[config.mk]
export PLATFORM = sky130hd
export DESIGN_NAME = stereo_sector_packer_core
export DESIGN_NICKNAME = d
export VERILOG_FILES = /design/src/hdl/ssp_pkg.sv /design/src/hdl/stereo_sector_packer_core.sv /design/src/hdl/ssp_front.sv /design/src/hdl/ssp_queue.sv /design/src/hdl/ssp_back.sv
export SDC_FILE = /design/constraint.sdc
export NUM_CORES = 1
export LEC_CHECK = 0
export ABC_AREA = 1
export BUFFER_PORTS_ARGS = -buffer_cell sky130_fd_sc_hd__buf_2
export CORE_MARGIN = 10
export CORE_UTILIZATION = 50
export DETAILED_ROUTE_END_ITERATION = 10
export HOLD_SLACK_MARGIN = 0.08
export PLACE_DENSITY = 0.72
export RECOVER_POWER = 25
export SLEW_MARGIN = 20
export SYNTH_ARGS = -nofsm -noshare
export SYNTH_HDL_FRONTEND = slang
export SYNTH_SLANG_ARGS = --single-unit
[constraint.sdc]
create_clock -name clock -period 11.3 [get_ports clock]
set_input_delay 1.695 -clock clock [delete_from_list [all_inputs] [get_ports clock]]
set_output_delay 1.695 -clock clock [all_outputs]
set_load 0.005 [all_outputs]
[src/hdl/ssp_pkg.sv]
// Shared types, constants and helper functions for the stereo sector packer.
// Used by every module of the block; depends on nothing else.
`timescale 1ns / 1ps

package ssp_pkg;

   localparam int SUBBLOCKS           = 4;
   localparam int FRAMES_PER_SUBBLOCK = 16;
   localparam int STEMS               = 4;

   localparam int PAIR_BYTES    = 6;
   localparam int TRAILER_BYTES = 8;
   localparam int AUDIO_BYTES   = FRAMES_PER_SUBBLOCK * STEMS * PAIR_BYTES;
   localparam int SLOT_BYTES    = AUDIO_BYTES + TRAILER_BYTES;

   localparam int ADDR_W   = 18;
   localparam int SB_W     = 3;
   localparam int FRAME_W  = 8;
   localparam int STEM_W   = 4;
   localparam int SLOT_W   = 4;
   localparam int PAIR_W   = FRAME_W + STEM_W;
   localparam int BIDX_W   = 3;
   localparam int BYTES_W  = 64;

   localparam logic [31:0] ORDER_RESET = 32'h7654_3210;

   localparam logic [BIDX_W-1:0] LAST_ERROR   = BIDX_W'(0);
   localparam logic [BIDX_W-1:0] LAST_SAMPLE  = BIDX_W'(PAIR_BYTES - 1);
   localparam logic [BIDX_W-1:0] LAST_TRAILER = BIDX_W'(TRAILER_BYTES - 1);

   localparam logic OP_SAMPLE  = 1'b0;
   localparam logic OP_TRAILER = 1'b1;

   // One decoded item as it travels from the front to the back.
   typedef struct packed {
      logic                order_error;
      logic                sector_end;
      logic [ADDR_W-1:0]   base_addr;
      logic [BIDX_W-1:0]   last_idx;
      logic [BYTES_W-1:0]  bytes;     // byte k in bits 8k+7..8k, emitted in k order
   } cmd_type;

   // Saturate a signed 32-bit sample to signed 24 bits.
   function automatic logic [23:0] sat24(input logic [31:0] s);
      logic [23:0] r;
      if ((s[31:23] == 9'h000) || (s[31:23] == 9'h1FF)) begin
         r = s[23:0];
      end else if (s[31]) begin
         r = 24'h80_0000;
      end else begin
         r = 24'h7F_FFFF;
      end
      return r;
   endfunction

endpackage

[src/hdl/stereo_sector_packer_core.sv]
// Top level of the stereo sector packer: front end, command queue, back end.
// Depends on ssp_pkg, ssp_front, ssp_queue and ssp_back.
//
// Usage:
//   The req_ channel carries one item per transfer: a stem sample pair
//   (opcode 0) or a subblock trailer (opcode 1). The rsp_ channel carries one
//   addressed byte write per transfer. A sample gives six transfers, a
//   trailer eight, and an item of the wrong kind a single error transfer.
//   csr_wr_en/csr_wr_data load the slot order register; write it only while
//   the block is idle.
//   An accepted item passes through the queue entry, the current-command
//   register and the single byte-wide output register before its first
//   result is valid. The back loads the next item as the last byte leaves.
//   A two-entry queue lets the front keep accepting while the back drains.
//   When the receiver stalls, the output holds steady, the queue fills and
//   req_stall rises. Reset clears the sector position, empties the queue and
//   output, and restores the slot order to its default; there is no
//   clearing pass.
`timescale 1ns / 1ps

module stereo_sector_packer_core (
   input  logic                        clock,
   input  logic                        reset,
   input  logic                        csr_wr_en,
   input  logic [31:0]                 csr_wr_data,
   input  logic                        req_valid,
   output logic                        req_stall,
   input  logic                        req_opcode,
   input  logic signed [31:0]          req_left_sample,
   input  logic signed [31:0]          req_right_sample,
   input  logic [15:0]                 req_sync_word,
   input  logic [15:0]                 req_tempo_word,
   input  logic [31:0]                 req_led_bytes,
   output logic                        rsp_valid,
   input  logic                        rsp_stall,
   output logic                        rsp_write_valid,
   output logic [ssp_pkg::ADDR_W-1:0]  rsp_byte_address,
   output logic [7:0]                  rsp_byte_value,
   output logic                        rsp_last_of_run,
   output logic                        rsp_sector_end,
   output logic                        rsp_order_error
);

   ssp_pkg::cmd_type front_cmd, head_cmd;
   logic             q_full, q_not_empty, q_pop, accept;

   assign req_stall = q_full;
   assign accept    = req_valid && !q_full;

   ssp_front u_front (
      .clock        (clock),
      .reset        (reset),
      .csr_wr_en    (csr_wr_en),
      .csr_wr_data  (csr_wr_data),
      .accept       (accept),
      .opcode       (req_opcode),
      .left_sample  (req_left_sample),
      .right_sample (req_right_sample),
      .sync_word    (req_sync_word),
      .tempo_word   (req_tempo_word),
      .led_bytes    (req_led_bytes),
      .cmd          (front_cmd)
   );

   ssp_queue u_queue (
      .clock     (clock),
      .reset     (reset),
      .push      (accept),
      .push_cmd  (front_cmd),
      .full      (q_full),
      .pop       (q_pop),
      .not_empty (q_not_empty),
      .head_cmd  (head_cmd)
   );

   ssp_back u_back (
      .clock            (clock),
      .reset            (reset),
      .q_not_empty      (q_not_empty),
      .q_cmd            (head_cmd),
      .q_pop            (q_pop),
      .rsp_valid        (rsp_valid),
      .rsp_stall        (rsp_stall),
      .rsp_write_valid  (rsp_write_valid),
      .rsp_byte_address (rsp_byte_address),
      .rsp_byte_value   (rsp_byte_value),
      .rsp_last_of_run  (rsp_last_of_run),
      .rsp_sector_end   (rsp_sector_end),
      .rsp_order_error  (rsp_order_error)
   );

endmodule

[src/hdl/ssp_front.sv]
// Front end: accepts items, checks their kind, tracks the sector position and
// builds one command per item. Holds the slot order register. Uses ssp_pkg.
`timescale 1ns / 1ps

module ssp_front (
   input  logic                     clock,
   input  logic                     reset,
   input  logic                     csr_wr_en,
   input  logic [31:0]              csr_wr_data,
   input  logic                     accept,
   input  logic                     opcode,
   input  logic signed [31:0]       left_sample,
   input  logic signed [31:0]       right_sample,
   input  logic [15:0]              sync_word,
   input  logic [15:0]              tempo_word,
   input  logic [31:0]              led_bytes,
   output ssp_pkg::cmd_type         cmd
);

   logic [31:0]                     order_ff, order_in;
   logic [ssp_pkg::SB_W-1:0]        subblock_ff, subblock_in;
   logic [ssp_pkg::FRAME_W-1:0]     frame_ff, frame_in;
   logic [ssp_pkg::STEM_W-1:0]      stem_ff, stem_in;
   logic                            trailer_due_ff, trailer_due_in;

   logic [ssp_pkg::SLOT_W-1:0]      slot;
   logic [ssp_pkg::ADDR_W+3:0]      slot_base;
   logic [ssp_pkg::PAIR_W-1:0]      pair_idx;
   logic [ssp_pkg::PAIR_W+2:0]      pair_off;
   logic [ssp_pkg::ADDR_W-1:0]      sample_addr, trailer_addr;
   logic [23:0]                     lu, ru;
   logic                            kind_error;
   logic                            last_sb, last_stem, last_frame;

   always_comb begin
      slot      = order_ff[{subblock_ff, 2'b00} +: ssp_pkg::SLOT_W];
      slot_base = (ssp_pkg::ADDR_W+4)'(slot) * (ssp_pkg::ADDR_W+4)'(ssp_pkg::SLOT_BYTES);
      pair_idx  = ssp_pkg::PAIR_W'(frame_ff) * ssp_pkg::PAIR_W'(ssp_pkg::STEMS)
                  + ssp_pkg::PAIR_W'(stem_ff);
      pair_off  = (ssp_pkg::PAIR_W+3)'(pair_idx) * (ssp_pkg::PAIR_W+3)'(ssp_pkg::PAIR_BYTES);
      sample_addr  = slot_base[ssp_pkg::ADDR_W-1:0] + ssp_pkg::ADDR_W'(pair_off);
      trailer_addr = slot_base[ssp_pkg::ADDR_W-1:0]
                     + ssp_pkg::ADDR_W'(ssp_pkg::AUDIO_BYTES);

      lu = ssp_pkg::sat24(left_sample);
      ru = ssp_pkg::sat24(right_sample);

      kind_error = ((opcode == ssp_pkg::OP_TRAILER) != trailer_due_ff);
      last_sb    = (subblock_ff == ssp_pkg::SB_W'(ssp_pkg::SUBBLOCKS - 1));
      last_stem  = (stem_ff == ssp_pkg::STEM_W'(ssp_pkg::STEMS - 1));
      last_frame = (frame_ff == ssp_pkg::FRAME_W'(ssp_pkg::FRAMES_PER_SUBBLOCK - 1));

      cmd = '0;
      if (kind_error) begin
         cmd.order_error = 1'b1;
         cmd.last_idx    = ssp_pkg::LAST_ERROR;
      end else if (opcode == ssp_pkg::OP_SAMPLE) begin
         cmd.base_addr = sample_addr;
         cmd.last_idx  = ssp_pkg::LAST_SAMPLE;
         cmd.bytes     = {16'h0000, ru[15:8], ru[7:0], lu[7:0],
                          ru[23:16], lu[23:16], lu[15:8]};
      end else begin
         cmd.base_addr  = trailer_addr;
         cmd.last_idx   = ssp_pkg::LAST_TRAILER;
         cmd.sector_end = last_sb;
         cmd.bytes      = {led_bytes, tempo_word, sync_word};
      end
   end

   always_comb begin
      order_in       = csr_wr_en ? csr_wr_data : order_ff;
      subblock_in    = subblock_ff;
      frame_in       = frame_ff;
      stem_in        = stem_ff;
      trailer_due_in = trailer_due_ff;
      if (accept && !kind_error) begin
         if (opcode == ssp_pkg::OP_SAMPLE) begin
            if (last_stem) begin
               stem_in = '0;
               if (last_frame) begin
                  frame_in       = '0;
                  trailer_due_in = 1'b1;
               end else begin
                  frame_in = frame_ff + 1'b1;
               end
            end else begin
               stem_in = stem_ff + 1'b1;
            end
         end else begin
            trailer_due_in = 1'b0;
            frame_in       = '0;
            stem_in        = '0;
            subblock_in    = last_sb ? '0 : subblock_ff + 1'b1;
         end
      end
   end

   always_ff @(posedge clock) begin
      if (reset) begin
         order_ff       <= ssp_pkg::ORDER_RESET;
         subblock_ff    <= '0;
         frame_ff       <= '0;
         stem_ff        <= '0;
         trailer_due_ff <= 1'b0;
      end else begin
         order_ff       <= order_in;
         subblock_ff    <= subblock_in;
         frame_ff       <= frame_in;
         stem_ff        <= stem_in;
         trailer_due_ff <= trailer_due_in;
      end
   end

endmodule

[src/hdl/ssp_queue.sv]
// Two-entry command queue between the front and the back of the packer.
// Uses ssp_pkg for the command type.
`timescale 1ns / 1ps

module ssp_queue (
   input  logic             clock,
   input  logic             reset,
   input  logic             push,
   input  ssp_pkg::cmd_type push_cmd,
   output logic             full,
   input  logic             pop,
   output logic             not_empty,
   output ssp_pkg::cmd_type head_cmd
);

   ssp_pkg::cmd_type entry_ff [2];
   logic             wr_ptr_ff, wr_ptr_in;
   logic             rd_ptr_ff, rd_ptr_in;
   logic [1:0]       count_ff, count_in;

   always_comb begin
      full      = (count_ff == 2'd2);
      not_empty = (count_ff != 2'd0);
      head_cmd  = entry_ff[rd_ptr_ff];
      wr_ptr_in = push ? ~wr_ptr_ff : wr_ptr_ff;
      rd_ptr_in = pop ? ~rd_ptr_ff : rd_ptr_ff;
      count_in  = count_ff + 2'(push) - 2'(pop);
   end

   always_ff @(posedge clock) begin
      if (push) begin
         entry_ff[wr_ptr_ff] <= push_cmd;
      end
   end

   always_ff @(posedge clock) begin
      if (reset) begin
         wr_ptr_ff <= 1'b0;
         rd_ptr_ff <= 1'b0;
         count_ff  <= '0;
      end else begin
         wr_ptr_ff <= wr_ptr_in;
         rd_ptr_ff <= rd_ptr_in;
         count_ff  <= count_in;
      end
   end

endmodule

[src/hdl/ssp_back.sv]
// Back end: takes commands from the queue and emits them one byte write per
// transfer through a registered output stage. Uses ssp_pkg.
`timescale 1ns / 1ps

module ssp_back (
   input  logic                        clock,
   input  logic                        reset,
   input  logic                        q_not_empty,
   input  ssp_pkg::cmd_type            q_cmd,
   output logic                        q_pop,
   output logic                        rsp_valid,
   input  logic                        rsp_stall,
   output logic                        rsp_write_valid,
   output logic [ssp_pkg::ADDR_W-1:0]  rsp_byte_address,
   output logic [7:0]                  rsp_byte_value,
   output logic                        rsp_last_of_run,
   output logic                        rsp_sector_end,
   output logic                        rsp_order_error
);

   ssp_pkg::cmd_type             cur_ff, cur_in;
   logic                         cur_valid_ff, cur_valid_in;
   logic [ssp_pkg::BIDX_W-1:0]   idx_ff, idx_in;
   logic                         out_valid_ff, out_valid_in;
   logic                         out_wv_ff, out_wv_in;
   logic [ssp_pkg::ADDR_W-1:0]   out_addr_ff, out_addr_in;
   logic [7:0]                   out_byte_ff, out_byte_in;
   logic                         out_last_ff, out_last_in;
   logic                         out_send_ff, out_send_in;
   logic                         out_err_ff, out_err_in;

   logic                         advance, at_last, emit;

   always_comb begin
      advance = !out_valid_ff || !rsp_stall;
      at_last = (idx_ff == cur_ff.last_idx);
      emit    = advance && cur_valid_ff;
      // A new command loads when no command is held, or as the last byte leaves.
      q_pop   = q_not_empty && (!cur_valid_ff || (emit && at_last));

      cur_in       = q_pop ? q_cmd : cur_ff;
      cur_valid_in = cur_valid_ff;
      idx_in       = idx_ff;
      if (q_pop) begin
         cur_valid_in = 1'b1;
         idx_in       = '0;
      end else if (emit) begin
         if (at_last) begin
            cur_valid_in = 1'b0;
            idx_in       = '0;
         end else begin
            idx_in = idx_ff + 1'b1;
         end
      end

      out_valid_in = advance ? cur_valid_ff : out_valid_ff;
      out_wv_in    = out_wv_ff;
      out_addr_in  = out_addr_ff;
      out_byte_in  = out_byte_ff;
      out_last_in  = out_last_ff;
      out_send_in  = out_send_ff;
      out_err_in   = out_err_ff;
      if (emit) begin
         out_wv_in   = !cur_ff.order_error;
         out_addr_in = cur_ff.base_addr + ssp_pkg::ADDR_W'(idx_ff);
         out_byte_in = cur_ff.bytes[{idx_ff, 3'b000} +: 8];
         out_last_in = at_last;
         out_send_in = at_last && cur_ff.sector_end;
         out_err_in  = cur_ff.order_error;
      end
   end

   always_ff @(posedge clock) begin
      cur_ff      <= cur_in;
      out_wv_ff   <= out_wv_in;
      out_addr_ff <= out_addr_in;
      out_byte_ff <= out_byte_in;
      out_last_ff <= out_last_in;
      out_send_ff <= out_send_in;
      out_err_ff  <= out_err_in;
   end

   always_ff @(posedge clock) begin
      if (reset) begin
         cur_valid_ff <= 1'b0;
         idx_ff       <= '0;
         out_valid_ff <= 1'b0;
      end else begin
         cur_valid_ff <= cur_valid_in;
         idx_ff       <= idx_in;
         out_valid_ff <= out_valid_in;
      end
   end

   assign rsp_valid        = out_valid_ff;
   assign rsp_write_valid  = out_wv_ff;
   assign rsp_byte_address = out_addr_ff;
   assign rsp_byte_value   = out_byte_ff;
   assign rsp_last_of_run  = out_last_ff;
   assign rsp_sector_end   = out_send_ff;
   assign rsp_order_error  = out_err_ff;

endmodule
==> impl_metrics.toml, run 1 <==
[timing]
slew_headroom_pct = -165
worstMarginPinSlew_ns = 3.98
setup_violations = 0
skew_ns = 0.0210
fmax_mhz = 145
setup_tns_ns = 0
hold_viol = 0
maxSlewViolCount = 241
grt_setup_unrepaired = "no"
fin_ws_ns = 4.38
fin_crit_sh_pct = 61.2
min_period_ns = 6.92

[die]
start_util_pct = 50.9
die_h_um = 194
num_rows = 63
die_x_um = 194
coreArea_um2 = 29800
dieArea_um2 = 37700
ioPinCount = 198

[worst_setup_path]
critPathLaunchType = "register"
end_kind = "register"
cp_cell_sequence = "clkbuf_1, inv_1, clkbuf_1, nand2_1, nand2_1"
cpMaxStageDelayCell = "clkbuf_1"
rrSetupSlack_ns = 4.38
worstReg2RegEnd = "u_back.cur_ff[45]"
crit_fanout = 83
regToRegStartpoint = "u_queue.rd_ptr_ff"
timing.critical_path.buf_inv = 3
cp.required_ns = 11.53
path_class = "register to register"
path_delay_family = "buffers and inverters"
max_stage_delay_ns = 2.77
r2r_cells = 5
worstPathArrival_ns = 7.15

[run_status]
violations = "capacitance limit, slew limit"
status = "complete, but fails checks"

[power]
p_per_area_nw_per_um2 = 217
p_switching_w = 0.00115
power_frac_comb_pct = 22.3
swShare_pct = 30.3
pwr-share-clk_pct = 29.1
p_int_w = 0.00265
peakVddDrop_mv = 0.147
p_leak_nw = 7.30
power_frac_seq_pct = 48.5

[synth]
synth_warnings = 0
yosysTopAreaCellShare_pct = 54.2
syn_inst = 1534
ys_async_sr_fraction_pct = 0
yosysSeqAreaShare_pct = 61.7
netlist_area_um2 = 15200
synthTopCellsByArea = "edfxtp_1 (54%), nand2_1 (9.5%), dfxtp_1 (7.5%)"
synth_cell_types = 54
ys.flop_type = "edfxtp_1"
synth.largest_area_cell = "edfxtp_1"
ys_seq_elements = 331
synth-edff-count = 274
syn_avg_cell_area_um2 = 9.89

[min_path]
min_path_type = "register to register"
min_from = "u_back.cur_ff[86]"
hold_path_end = "u_back.rsp_order_error"
whs_path_depth = 0

[cells_and_area]
final_layout_size_suffix_gt1_share_pct = 16.1
fin_nets = 1915
fillers = 2564
layout_common_cells = "nand2_1 (385), edfxtp_1 (274), nor2_1 (213)"
final_common_cell = "nand2_1"
fin_cells = 2119
areaGrowthSynthToFinish_pct = 15.3
post-route-util_pct = 58.7

[clock_network]
clockBufferDepth = 3
clk_pin_slew_worst_paths_ns = 0.06
hold_buffers = 0
post_cts_buffers = 0
cts_resized = 0
clock_latency_ns = 0.52
clock_sinks = 331
cts_made_buffers = 35
cts_tree = "yes"
root_buffer = "clkbuf_16"
htree_num_levels = 2

[placement]
port_buffers = 195
detailedPlace.worstSlack_ns = 6.94
placed_cells = 2058
gp_congestion = 0.868
dpl.hpwl_mm = 26.0

[detailed_routing]
drc = 0
drtPass1Iterations = 5
wl_per_cell_um = 17.8
antenna_left = 0
finalWirelength_mm = 37.7
vias = 11327
drt_iter0_drc = 979
vias_per_cell = 5.35

[run]
maxCapViolations = 6

[global_routing]
grt_pass1_vias = 11161
antenna_found_initial = 2
grt_use_total_pct = 19.1
grt_max_degree = 84
overflow = 0
grt_pass1_wl_mm = 58.8
## area by class of cell
class / count / area (um2) / area share, %
multi-input combinational: 1046 / 5180 / 29.6
clock buffer: 43 / 931 / 5.32
inverter: 85 / 324 / 1.85
sequential: 331 / 9370 / 53.6
clock inverter: 16 / 160 / 0.915
timing repair buffer: 206 / 1040 / 5.93
antenna: 2 / 5.00 / 0.0286
tap: 390 / 488 / 2.79
## worst max path at each step
stage | startpoint | to | slack (ns) | cells past startpoint
finish | u_queue.rd_ptr_ff | u_back.cur_ff[45] | 4.38 | 5
global route | u_queue.rd_ptr_ff | u_queue.rd_ptr_ff | 3.72 | 5
CTS | u_front.subblock_ff[0] | u_queue.entry_ff[0][80] | 6.90 | 20
detailed placement | u_front.subblock_ff[0] | u_queue.entry_ff[0][80] | 6.94 | 20
global placement | u_front.subblock_ff[0] | u_queue.entry_ff[0][80] | 7.04 | 20
floorplan | req_valid | u_queue.entry_ff[1][0] | 5.53 | 2
## flip-flops by register name, indices dropped and copies added, names as in the netlist
| name | count |
|---|---|
| u_back.rsp_valid | 1 |
| u_back.rsp_byte_value | 8 |
| u_back.rsp_order_error | 1 |
| u_back.rsp_byte_address | 16 |
| u_queue.wr_ptr_ff | 1 |
| u_queue.count_ff | 2 |
| u_front.order_ff | 32 |
| u_front.frame_ff | 8 |
| u_back.rsp_last_of_run | 1 |
| u_back.cur_valid_ff | 1 |
| u_back.rsp_sector_end | 1 |
| u_front.stem_ff | 4 |
| u_queue.entry_ff | 164 |
| u_front.subblock_ff | 3 |
| u_back.idx_ff | 3 |
| u_back.cur_ff | 82 |
| u_queue.rd_ptr_ff | 1 |
| u_front.trailer_due_ff | 1 |
| u_back.rsp_write_valid | 1 |
## cell families after synthesis
family / count (synthesis) / share of synthesized area, %
compound gates: 272 / 9.69
simple gates: 700 / 19.0
flops: 331 / 61.7
xor+xnor: 28 / 1.62
buf+inv: 158 / 4.14
fa+ha+maj: 44 / 3.82
other cells: 1 / 0.0247
## metrics by stage
step	instance area [um2]	hold WS [ns]	total power, W
detailed placement	16400	0.437	0.00270
CTS	17500	0.452	0.00381
global route	17500	0.462	0.00400
floorplan	15200	0.424	0.00238
global placement	16400	0.429	0.00269
finish	17500	0.449	0.00380
## synthesized netlist by cell type, types with 5 or more instances
master and number:
xnor2_1 9, o21ai_1 13, nor2_1 213, nand4_1 10
nor3b_1 5, nand3_1 52, nand2_2 6, buf_2 16
ha_1 40, nor4_1 6, dfxtp_1 57, a21oi_1 88
inv_2 6, inv_1 73, nor3_1 5, buf_1 5
edfxtp_1 274, nand2_1 385, a31oi_1 9, o22ai_1 17
xor2_1 19, clkbuf_1 49, o21ai_0 122
## layer usage
metal  vias to the layer above  track usage [%]  routed length (um)
met4                         0             6.76                1090
met3                        68             3.58                2530
met5                         -                0                   0
met2                       405             30.3               17800
met1                      5272             25.7               16300
li1                       5582                -                   -
## power by group through the flow
stage | Clock [W] | Combinational (W) | Sequential (W)
final | 0.00111 | 0.000849 | 0.00184
after global routing | 0.00117 | 0.000956 | 0.00187
after CTS | 0.00112 | 0.000844 | 0.00184
after detailed placement | 0 | 0.000838 | 0.00187
after global placement | 0 | 0.000825 | 0.00186
after floorplan | 0 | 0.000532 | 0.00185
## worst register-to-register path, cell delays in order (launching register included)
cell and delay, ns:
dfxtp_1 0.31, clkbuf_1 2.77, inv_1 1.66, clkbuf_1 1.38
nand2_1 0.34, nand2_1 0.17
(Power assumes the default switching activity.)
==> run 2: changes to the inputs <==
Clock period 11.3 ns to 7.1 ns, I/O delays scaled along.
==> impl_metrics.toml, run 2 (synthesis gave the netlist of run 1 again) <==
[run_status]
status = "complete, but fails checks"
violations = "capacitance limit, slew limit"

[clock_network]
cts_tree = "yes"
hold_buffers = 0
clk_pin_slew_worst_paths_ns = 0.06
clock_sinks = 331
cts_resized = 0
clock_latency_ns = 0.52
clockBufferDepth = 3
post_cts_buffers = 0
root_buffer = "clkbuf_16"
htree_num_levels = 2
cts_made_buffers = 35

[global_routing]
grt_pass1_wl_mm = 58.9
grt_max_degree = 84
overflow = 0
grt_pass1_vias = 11190
grt_use_total_pct = 19.0
antenna_found_initial = 0

[cells_and_area]
fillers = 2539
fin_area_um2 = 17500
layout_common_cells = "nand2_1 (385), edfxtp_1 (274), nor2_1 (213)"
num_antenna_cells = 0
areaGrowthSynthToFinish_pct = 15.4
final_common_cell = "nand2_1"
regMostFlops = "u_queue.entry_ff"
seqCellArea_um2 = 9370
largest_reg_flops = 164
fin_cells = 2121
largestRegisters = "u_queue.entry_ff (164), u_back.cur_ff (82), u_front.order_ff (32)"
fin_nets = 1915
final_layout_size_suffix_gt1_share_pct = 14.6
post-route-util_pct = 58.8
multiInputGateArea_um2 = 5180

[detailed_routing]
wl_per_cell_um = 17.7
drt_iter0_drc = 956
finalWirelength_mm = 37.6
antenna_left = 0
vias_per_cell = 5.32
vias = 11292
drtPass1Iterations = 5
drc = 0

[worst_setup_path]
crit_fanout = 83
end_kind = "register"
cp.required_ns = 7.34
worstPathArrival_ns = 5.44
critPathLaunchType = "register"
startpoint = "u_queue.rd_ptr_ff"
path_class = "register to register"
regToRegStartpoint = "u_queue.rd_ptr_ff"

[die]
ioPinCount = 198
start_util_pct = 50.9
die_h_um = 194
die_x_um = 194
num_rows = 63
dieArea_um2 = 37700
coreArea_um2 = 29800

[placement]
placed_cells = 2058
detailedPlace.worstSlack_ns = 2.90
port_buffers = 195
dpl.hpwl_mm = 26.2
postPlaceCellArea_um2 = 16400
gp_congestion = 0.856

[timing]
min_period_ns = 5.20
fin_ws_ns = 1.90
grt_setup_unrepaired = "no"
maxSlewViolCount = 209
skew_ns = 0.0160
fin_crit_sh_pct = 73.2
setup_violations = 0
hold_viol = 0
fmax_mhz = 192
worstMarginPinSlew_ns = 4.04
slew_headroom_pct = -169
setup_tns_ns = 0

[power]
peakVddDrop_mv = 0.173
p_leak_nw = 7.24
p_per_area_nw_per_um2 = 347

[min_path]
min_path_type = "register to register"
min_from = "u_front.order_ff[4]"

[run]
maxCapViolations = 4
==> run 2: changes by cell type in the layout (fill, tap and decap cells not counted), sizes merged <==
cell / change
diode: -2
buf: -29
inv: -1
clkbuf: +32
clkinvlp: +1
clkinv: +1
==> run 2: per-layer routing <==
| metal | global-route usage (%) | vias to the layer above | wire length (um) |
|---|---|---|---|
| met1 | 26.0 | 5359 | 17000 |
| met3 | 3.04 | 49 | 1950 |
| met4 | 5.11 | 0 | 768 |
| met2 | 30.7 | 308 | 17900 |
| met5 | 0 | - | 0 |
| li1 | - | 5576 | - |
==> run 2: power breakdown <==
part,internal (W),total [W],switching (W)
Sequential,0.00277,0.00294,0.000166
Clock,0.00108,0.00182,0.000743
Combinational,0.000375,0.00132,0.000942
Total,0.00423,0.00608,0.00185
==> run 2: stage by stage <==
stage	power, W	hold WS (ns)
2_1_floorplan	0.00380	0.424
3_3_place_gp	0.00426	0.443
3_5_place_dp	0.00430	0.440
4_1_cts	0.00613	0.455
5_1_grt	0.00641	0.473
6_report	0.00608	0.459
==> run 2: path summary, 6_finish.rpt <==
check                              to  slack (ns)  cells past startpoint
setup / recovery    u_back.cur_ff[45]        1.90                      5
hold reg to reg   u_front.order_ff[4]        0.46                      2
hold / removal    u_front.order_ff[4]        0.46                      2
setup reg to reg    u_back.cur_ff[45]        1.90                      5
==> run 2: layout make-up <==
cell class,instances,area share (%)
flip-flops and latches,331,53.5
multi-input cells,1046,29.6
repair buffers,206,5.71
clock buffers,46,5.53
well taps,390,2.79
inverters,85,1.85
clock inverters,17,1.08
==> run 2: worst max-delay path, cell delays in order, from the launching register on <==
cell and delay [ns]:
dfxtp_1 0.31, clkbuf_1 2.81, inv_1 0.79, buf_4 0.65
nand2_1 0.15, nand2_1 0.12
==> run 3: changes to the inputs <==
Settings changed: PLACE_DENSITY 0.72 to 0.74.
Clock period 7.1 ns to 4.7 ns, I/O delays scaled along.
==> impl_metrics.toml, run 3 (synthesis gave the netlist of run 1 again) <==
[run_status]
status = "complete, but fails checks"
violations = "capacitance limit, slew limit"

[detailed_routing]
vias = 11296
drtPass1Iterations = 5
finalWirelength_mm = 37.1
antenna_left = 0
drt_iter0_drc = 735
drc = 0
wl_per_cell_um = 17.5
vias_per_cell = 5.33

[worst_setup_path]
r2r_cells = 20
worstPathArrival_ns = 4.37
cp_common_cell = "ha_1"
cp.depth = 20
max_stage_delay_ns = 0.70
cpMaxStageDelayCell = "dfxtp_1"
cp_cell_sequence = "inv_2, o21ai_0, o22ai_1, o21ai_1, inv_2, ha_1, ha_1, ha_1, a21o_1, xnor2_1, inv_1, ha_1, nand2_1, nor2_1, nand3_1, nand4_1, nand2b_1, nand3_1, nand2_1, inv_1"
path_class = "register to register"
regToRegStartpoint = "u_front.subblock_ff[0]"
cp.required_ns = 4.97
startpoint = "u_front.subblock_ff[0]"
timing.critical_path.buf_inv = 4
path_delay_family = "adder cells"
crit_fanout = 20
critPathLaunchType = "register"
end_kind = "register"

[min_path]
min_from = "csr_wr_data[12]"
min_path_type = "input pin to register"
whs_path_depth = 3

[clock_network]
cts_resized = 0
clock_sinks = 331
clk_pin_slew_worst_paths_ns = 0.06
cts_made_buffers = 34
post_cts_buffers = 0
clockBufferDepth = 3
hold_buffers = 0
clock_latency_ns = 0.52
htree_num_levels = 2
root_buffer = "clkbuf_16"
cts_tree = "yes"

[timing]
min_period_ns = 4.10
fin_crit_sh_pct = 87.2
worstMarginPinSlew_ns = 3.95
setup_violations = 0
setup_tns_ns = 0
maxSlewViolCount = 326
slew_headroom_pct = -163
hold_viol = 0
fmax_mhz = 244
grt_setup_unrepaired = "no"
skew_ns = 0.0200

[global_routing]
antenna_found_initial = 0
grt_max_degree = 83
overflow = 0
grt_pass1_wl_mm = 58.0
grt_pass1_vias = 10981
grt_use_total_pct = 18.7

[cells_and_area]
fin_nets = 1916
largestRegisters = "u_queue.entry_ff (164), u_back.cur_ff (82), u_front.order_ff (32)"
areaGrowthSynthToFinish_pct = 15.2
layout_common_cells = "nand2_1 (385), edfxtp_1 (274), nor2_1 (211)"
regMostFlops = "u_queue.entry_ff"
largest_reg_flops = 164
num_antenna_cells = 0
final_layout_size_suffix_gt1_share_pct = 16.6
final_common_cell = "nand2_1"

[die]
start_util_pct = 50.9
num_rows = 63
die_x_um = 194
dieArea_um2 = 37700
coreArea_um2 = 29800
die_h_um = 194
ioPinCount = 198

[power]
p_per_area_nw_per_um2 = 517
peakVddDrop_mv = 0.292
p_leak_nw = 7.30
total_power_w = 0.00903

[run]
maxCapViolations = 6

[placement]
port_buffers = 195
gp_congestion = 0.875
dpl.hpwl_mm = 25.7
[run 3: cell count changes in the layout (fill, tap and decap cells not counted), sizes merged]
cell      before  now
buf          170  201
bufinv         3    1
clkbuf        82   45
clkinv        18   25
clkinvlp       1    0
inv           80   82
[run 3: report_power, final]
| group | total [W] | internal, W | switching, W |
|---|---|---|---|
| registers | 0.00444 | 0.00420 | 0.000242 |
| logic | 0.00203 | 0.000591 | 0.00144 |
| clock network | 0.00256 | 0.00144 | 0.00111 |
| total | 0.00903 | 0.00623 | 0.00280 |
[run 3: worst register-to-register path, delay by kind of cell (launching register included)]
kind                     cells  cell delay [ns]
AND/OR/NAND/NOR              7             0.63
XOR/XNOR                     1             0.24
flip-flops                   1             0.70
buffers and inverters        4             0.52
adder cells (fa/ha/maj)      4             0.92
AO/OA/AOI/OAI                4             0.84
[run 3: through the flow]
| step | hold slack, ns | util [%] | worst slack [ns] | cell area [um2] | cells |
|---|---|---|---|---|---|
| 2_1_floorplan | 0.424 | - | 0.180 | 15200 | 1535 |
| 3_3_place_gp | 0.434 | 55.3 | 0.825 | 16500 | 2060 |
| 3_5_place_dp | 0.448 | 55.3 | 0.633 | 16500 | 2060 |
| 4_1_cts | 0.384 | 58.9 | 0.627 | 17500 | 2121 |
| 5_1_grt | 0.398 | 58.7 | 0.126 | 17500 | 2121 |
| 6_report | 0.396 | 58.7 | 0.602 | 17500 | 2121 |
[run 3: final timing paths]
| path | slack [ns] | endpoint |
|---|---|---|
| worst max-delay path | 0.60 | u_queue.entry_ff[0][80] |
| worst min-delay path | 0.40 | u_front.order_ff[12] |
| worst max register to register | 0.60 | u_queue.entry_ff[0][80] |
| worst min register to register | 0.46 | u_back.rsp_order_error |
[run 3: metal layers]
| layer | vias up | track usage, % | routed length, um |
|---|---|---|---|
| li1 | 5581 | - | - |
| met1 | 5311 | 25.6 | 16400 |
| met2 | 347 | 29.8 | 17500 |
| met3 | 57 | 3.30 | 2390 |
| met4 | 0 | 5.45 | 801 |
| met5 | - | 0 | 0 |
[run 3: final cells by class]
type	count	area (um2)
Tap cell	390	488
Sequential cell	331	9370
Timing Repair Buffer	208	1050
Clock inverter	23	159
Inverter	85	324
Clock buffer	38	897
Fill cell	2568	12300
Multi-Input combinational cell	1046	5200
